<file path="src/hw/rtl/mspd_pkg.sv">
package mspd_pkg;

    // Widths of the configuration port.
    localparam int CFG_IDX_W  = 4;
    localparam int CFG_DATA_W = 16;

    // Register indexes on the configuration port.
    localparam logic [CFG_IDX_W-1:0] REG_KP_GAIN = 4'd0;
    localparam logic [CFG_IDX_W-1:0] REG_KI_GAIN = 4'd1;
    localparam logic [CFG_IDX_W-1:0] REG_KD_GAIN = 4'd2;
    localparam logic [CFG_IDX_W-1:0] REG_PWM_MAX = 4'd3;

    // Reset value of the duty clamp, the PWM timer period.
    localparam logic [14:0] PWM_MAX_RESET = 15'd7199;

    // Bridge drive codes.
    typedef enum logic [1:0] {
        DIR_STOP     = 2'd0,
        DIR_FORWARD  = 2'd1,
        DIR_BACKWARD = 2'd2
    } dir_t;

    // Controller settings as seen by the datapath.
    typedef struct packed {
        logic signed [15:0] kp_gain;
        logic signed [15:0] ki_gain;
        logic signed [15:0] kd_gain;
        logic        [14:0] pwm_max;
    } pid_cfg_t;

endpackage

</file>
<file path="src/hw/rtl/mspd_cfg_regs.sv">
module mspd_cfg_regs (
    input  logic                            clk,
    input  logic                            rst_n,
    input  logic                            cfg_we,
    input  logic [mspd_pkg::CFG_IDX_W-1:0]  cfg_index,
    input  logic [mspd_pkg::CFG_DATA_W-1:0] cfg_data,
    output mspd_pkg::pid_cfg_t              cfg
);
    import mspd_pkg::*;

    pid_cfg_t cfg_reg;

    // Register file; writes to an unknown index are dropped.
    always_ff @(posedge clk or negedge rst_n)
    begin
        if (!rst_n)
        begin
            cfg_reg.kp_gain <= '0;
            cfg_reg.ki_gain <= '0;
            cfg_reg.kd_gain <= '0;
            cfg_reg.pwm_max <= PWM_MAX_RESET;
        end
        else if (cfg_we)
        begin
            unique case (cfg_index)
                REG_KP_GAIN: cfg_reg.kp_gain <= $signed(cfg_data);
                REG_KI_GAIN: cfg_reg.ki_gain <= $signed(cfg_data);
                REG_KD_GAIN: cfg_reg.kd_gain <= $signed(cfg_data);
                REG_PWM_MAX: cfg_reg.pwm_max <= cfg_data[14:0];
                default:     ;
            endcase
        end
    end

    assign cfg = cfg_reg;

endmodule

</file>
<file path="config.mk">
export PLATFORM = sky130hd
export DESIGN_NAME = mspd_cfg_regs
export DESIGN_NICKNAME = d
export VERILOG_FILES = /design/src/hw/rtl/mspd_pkg.sv /design/src/hw/rtl/mspd_cfg_regs.sv
export SDC_FILE = /design/constraint.sdc
export NUM_CORES = 1
export LEC_CHECK = 0
export BUFFER_PORTS_ARGS = -buffer_cell sky130_fd_sc_hd__buf_2
export CAP_MARGIN = 10
export CORE_MARGIN = 2
export CORE_UTILIZATION = 30
export CTS_CLUSTER_SIZE = 14
export DETAILED_ROUTE_END_ITERATION = 8
export PLACE_DENSITY = 0.61
export SLEW_MARGIN = 20
export SYNTH_ARGS = -nofsm -noshare
export SYNTH_HDL_FRONTEND = slang
export SYNTH_SLANG_ARGS = --single-unit
</file>
<file path="constraint.sdc">
create_clock -name clk -period 1.1 [get_ports clk]
set_input_delay 0.055 -clock clk [delete_from_list [all_inputs] [get_ports clk]]
set_output_delay 0.055 -clock clk [all_outputs]
set_load 0.03 [all_outputs]
</file>
Word level (Yosys, flattened, before mapping) --
Cells that the tools add are included.
Word-level totals: memory bits (read-only) 0, register bits 63, logic and storage cells 12, RAM bits 0, memories kept 0, output and inout bits 63, bits in latches 0
Cells by class: equality and inequality tests 3, add/sub/neg operators 0, reductions and logical operators 5, magnitude comparators 0, bitwise gates (word level) 0, multiplexer cells 0, multipliers 0, shift-type cells 0, div/mod/pow operators 0
Operators with widths (number):
- $eq 4x2->1 const B | 2
- $reduce_and 2->1 | 4
- $eq 4x1->1 const B | 1
- $logic_not 4->1 | 1

Logic depth before layout (Yosys ltp) --
depth after elaboration 2, mapped depth 5, mapped depth without buffers 3

Worst setup path after synthesis --
OpenSTA, ideal clock, no wires.
path kind input-to-reg, start input cfg_index[3] (netlist bit), end register cfg_reg, in the netlist cfg[36], setup time 0.125 ns, arrival time 0.985 ns, path buffers 2, stages 5, setup slack -0.010 ns, data required time 0.975 ns, path through nor2_4 > and4b_1 > buf_6 > buf_6 > mux2_4
Between the ends: longest elaborated chain between the ends 2
RTL lines:
- start: declaration | RTL line mspd_cfg_regs.sv:5 | input logic [mspd_pkg::CFG_IDX_W-1:0] cfg_index,
- $eq 4x1->1 | RTL line mspd_cfg_regs.sv:25 | unique case (cfg_index)
- $reduce_and 2->1 (no source line)
- end: declaration | RTL line mspd_cfg_regs.sv:11 | pid_cfg_t cfg_reg;
No other way between the ends. A chain may end at the register's enable or synchronous reset.

Worst setup path in the final report --
start register cfg_reg, in the netlist cfg[1], end output cfg[1] (netlist bit)
RTL lines:
- end: declaration | RTL line mspd_cfg_regs.sv:7 | output mspd_pkg::pid_cfg_t cfg
No word-level cell between the ends.

==> results by group <==
Status
  – Status: finished clean

STA
  – Least-Margin Pin Slew: around 0.33 ns
  – Max Fclk: 0.9436 GHz
  – Max-slew headroom: 0.7772
  – Period utilisation layout: 0.9635
  – # setup viols final: 0
  – Hold_ws: ~0.26 ns
  – Final WS setup: 0.04020 ns
  – Min cycle time layout: 1.060 ns
  – Final hold vios: 0
  – Slew Viols, Final: 0
  – RSZ-0062 raised after global routing: false
  – Clock Skews: 0 ns

Pwr
  – Power Density: about 2200 nW/um2
  – Leakage: around 1.7 nW
  – Peak supply drop: between 700 and 800 uV

Routing
  – DRT iter0 DRCs: 21
  – WL final: 5360 um
  – Drt wl/cell: around 15 um
  – Post-DRT Antenna Nets: 0
  – Drt pass-1 iters: 4
  – DRC violations left: 0
  – Via count: between 1500 and 2000
  – Vias per inst: approximately 4.3

Placed design
  – Placement-stage cell area: 3131 um2
  – Total placed cells including tap cells: between 300 and 400
  – Dpl ws: -0.1333 ns
  – Placer Congestion: between 0.6 and 0.7
  – Post-DP HPWL: between 3000 and 4000 um
  – Quantity of I/O buffers inserted on ports: between 80 and 90

Floorplanning
  – Starting Density: 0.3072
  – Die Y: 95.49 um
  – Die ar.: between 9000 and 10000 um2
  – CORE AREA: roughly 8000 um2
  – I/O pin cnt: between 80 and 90
  – Die outline width: roughly 95 um
  – Rows: 33

Synthesis
  – Most used DFF post-synth: dfrtp_1
  – Synth warn: 0
  – Synth top area share: 0.5481
  – Cells after Synth: about 140
  – Sequential share of the synthesized area: 0.6318
  – Seq cells post-synth: 63
  – Post-synth EDFFs: 0
  – Synth area leaders: dfrtp_1, mux2_2, mux2_4, dfstp_2, buf_6
  – Cell Area, Synth: ~2500 um2
  – Leading area contributor after synthesis: dfrtp_1
  – Post-synth ARST share: 1.000
  – Unique cell type count in the Yosys netlist: 12
  – Leading cell type by number of instances after synthesis: dfrtp_1
  – Most frequent cells after synthesis: dfrtp_1, mux2_2, mux2_4, dfstp_2, buf_6
  – Net Count, Synth: 160
  – Synthesized area per cell: approximately 18 um2

Layout
  – Final Non-Filler Cells: between 300 and 400
  – Synth-to-layout area growth: 41.31%
  – Largest register FFs: 63
  – ANT cells: 0
  – FF+latch area: 1587 um2
  – Area of the multi-input gates: ~850 um2
  – Final instance area: 3548 um2
  – Share of layout cells above drive strength 1: 0.7077
  – Nets: around 280
  – Fill count: about 780
  – Fin util: 0.4340

CTS
  – CTS H-tree lvls: 3
  – Setup Fix Bufs, Post-CTS: 0
  – Root buffer cell: clkbuf_8
  – CTS buffer count: 9
  – Worst skew pair latency: 0.32 ns
  – CTS Sinks: between 60 and 70
  – Clock-pin slew on the worst setup and hold paths: 0.07 ns
  – Max Buffers Root-to-Sink: 2
  – TritonCTS clock tree: built

Setup path
  – CP max-delay cell: dfstp_2
  – WS Path Type: reg -> out
  – Worst Path Buf+Inv: 1
  – Critical Path, Cell by Cell: buf_4
  – Arr. time, crit path: 1.00 ns
  – Worst path required time: ~1.0 ns
  – CP Launch Type: flip-flop
  – Worst-path fanout max: 2
  – CP Capture Type: output port
  – Crit path largest cell delay: 0.53 ns
  – CP delay by family, top: flip-flops

Global routing
  – Largest net degree at the start of global routing: between 60 and 70
  – Vias in the first global route: roughly 1600
  – First-pass GRT wire length: around 8600 um
  – GR Util All Layers: 0.1286
  – Antenna violations before repair: 0
  – Remaining Overflow, GRT: 0

Worst hold path
  – Hold WC Path Type: in -> async

Run
  – MaxCap Viol Count: 0
-- cell usage in the layout, fill, tap and decap left out --
cell / synthesis / layout
and4b_1: 1 / 1
and4bb_1: 1 / 1
buf_12: 1 / 4
buf_2: 1 / 77
buf_4: 0 / 8
buf_6: 4 / 7
bufinv_16: 0 / 1
clkbuf_1: 0 / 2
clkbuf_8: 0 / 11
clkinv_2: 0 / 1
clkinvlp_4: 0 / 1
dfrtp_1: 55 / 55
dfstp_2: 8 / 8
dlygate4sd3_1: 0 / 17
mux2_2: 43 / 43
mux2_4: 20 / 20
nand4_2: 1 / 1
nand4b_4: 1 / 1
nor2_4: 1 / 1
-- cell families (layout without fill, tap and decap cells) --
logic type    Yosys count  in the layout  synth area share
buf+inv                 6            129           0.02790
mux                    63             63            0.3124
simple gates            5              5           0.02790
flops                  63             63            0.6318
-- through the flow --
stage | TNS (ns) | power (W)
global placement | -2.004 | 0.005678
global route | 0 | 0.008242
CTS | 0 | 0.007885
finish | 0 | 0.007797
floorplan | 0 | 0.004903
detailed placement | -3.309 | 0.005718
-- where the power goes --
part | switching (W) | total, W | internal [W]
clock | 0.000842 | 0.00201 | 0.00117
combinational | 0.00156 | 0.00258 | 0.00103
sequential | 0.000294 | 0.00320 | 0.00291
-- layout make-up --
type	instances	area share
clock inverter	3	0.01199
timing repair buffer	113	0.2183
tap	105	0.03702
multi-input combinational	68	0.2408
clock buffer	13	0.04478
sequential	63	0.4471
-- routing by layer --
metal / GRT usage / part of all wire
met3: 0.04585 / 0.074
met5: 0 / 0
met2: 0.1825 / 0.44
met4: 0.05357 / 0.017
met1: 0.1775 / 0.47
-- worst paths after layout --
check,startpoint,to,slack [ns],cells past startpoint
setup / recovery,cfg[1]$_DFFE_PN1P_,cfg[1],0.04,1
hold / removal,rst_n,cfg[20]$_DFFE_PN0P_,0.26,3
setup reg to reg,cfg[37]$_DFFE_PN0P_,cfg[37]$_DFFE_PN0P_,0.32,1
hold reg to reg,cfg[15]$_DFFE_PN0P_,cfg[15]$_DFFE_PN0P_,0.50,1
max in group asynchronous,rst_n,cfg[4]$_DFFE_PN1P_,0.51,3
min in group clk,cfg_we,cfg[14]$_DFFE_PN0P_,0.32,4
-- repair_timing --
item                                    4_1_cts  5_1_grt
endpoints found under the setup margin        8        7
gates resized for setup                       8        7
hold buffers                                 17        0
endpoints found under the hold margin       114        0
(Power assumes the default switching activity.)
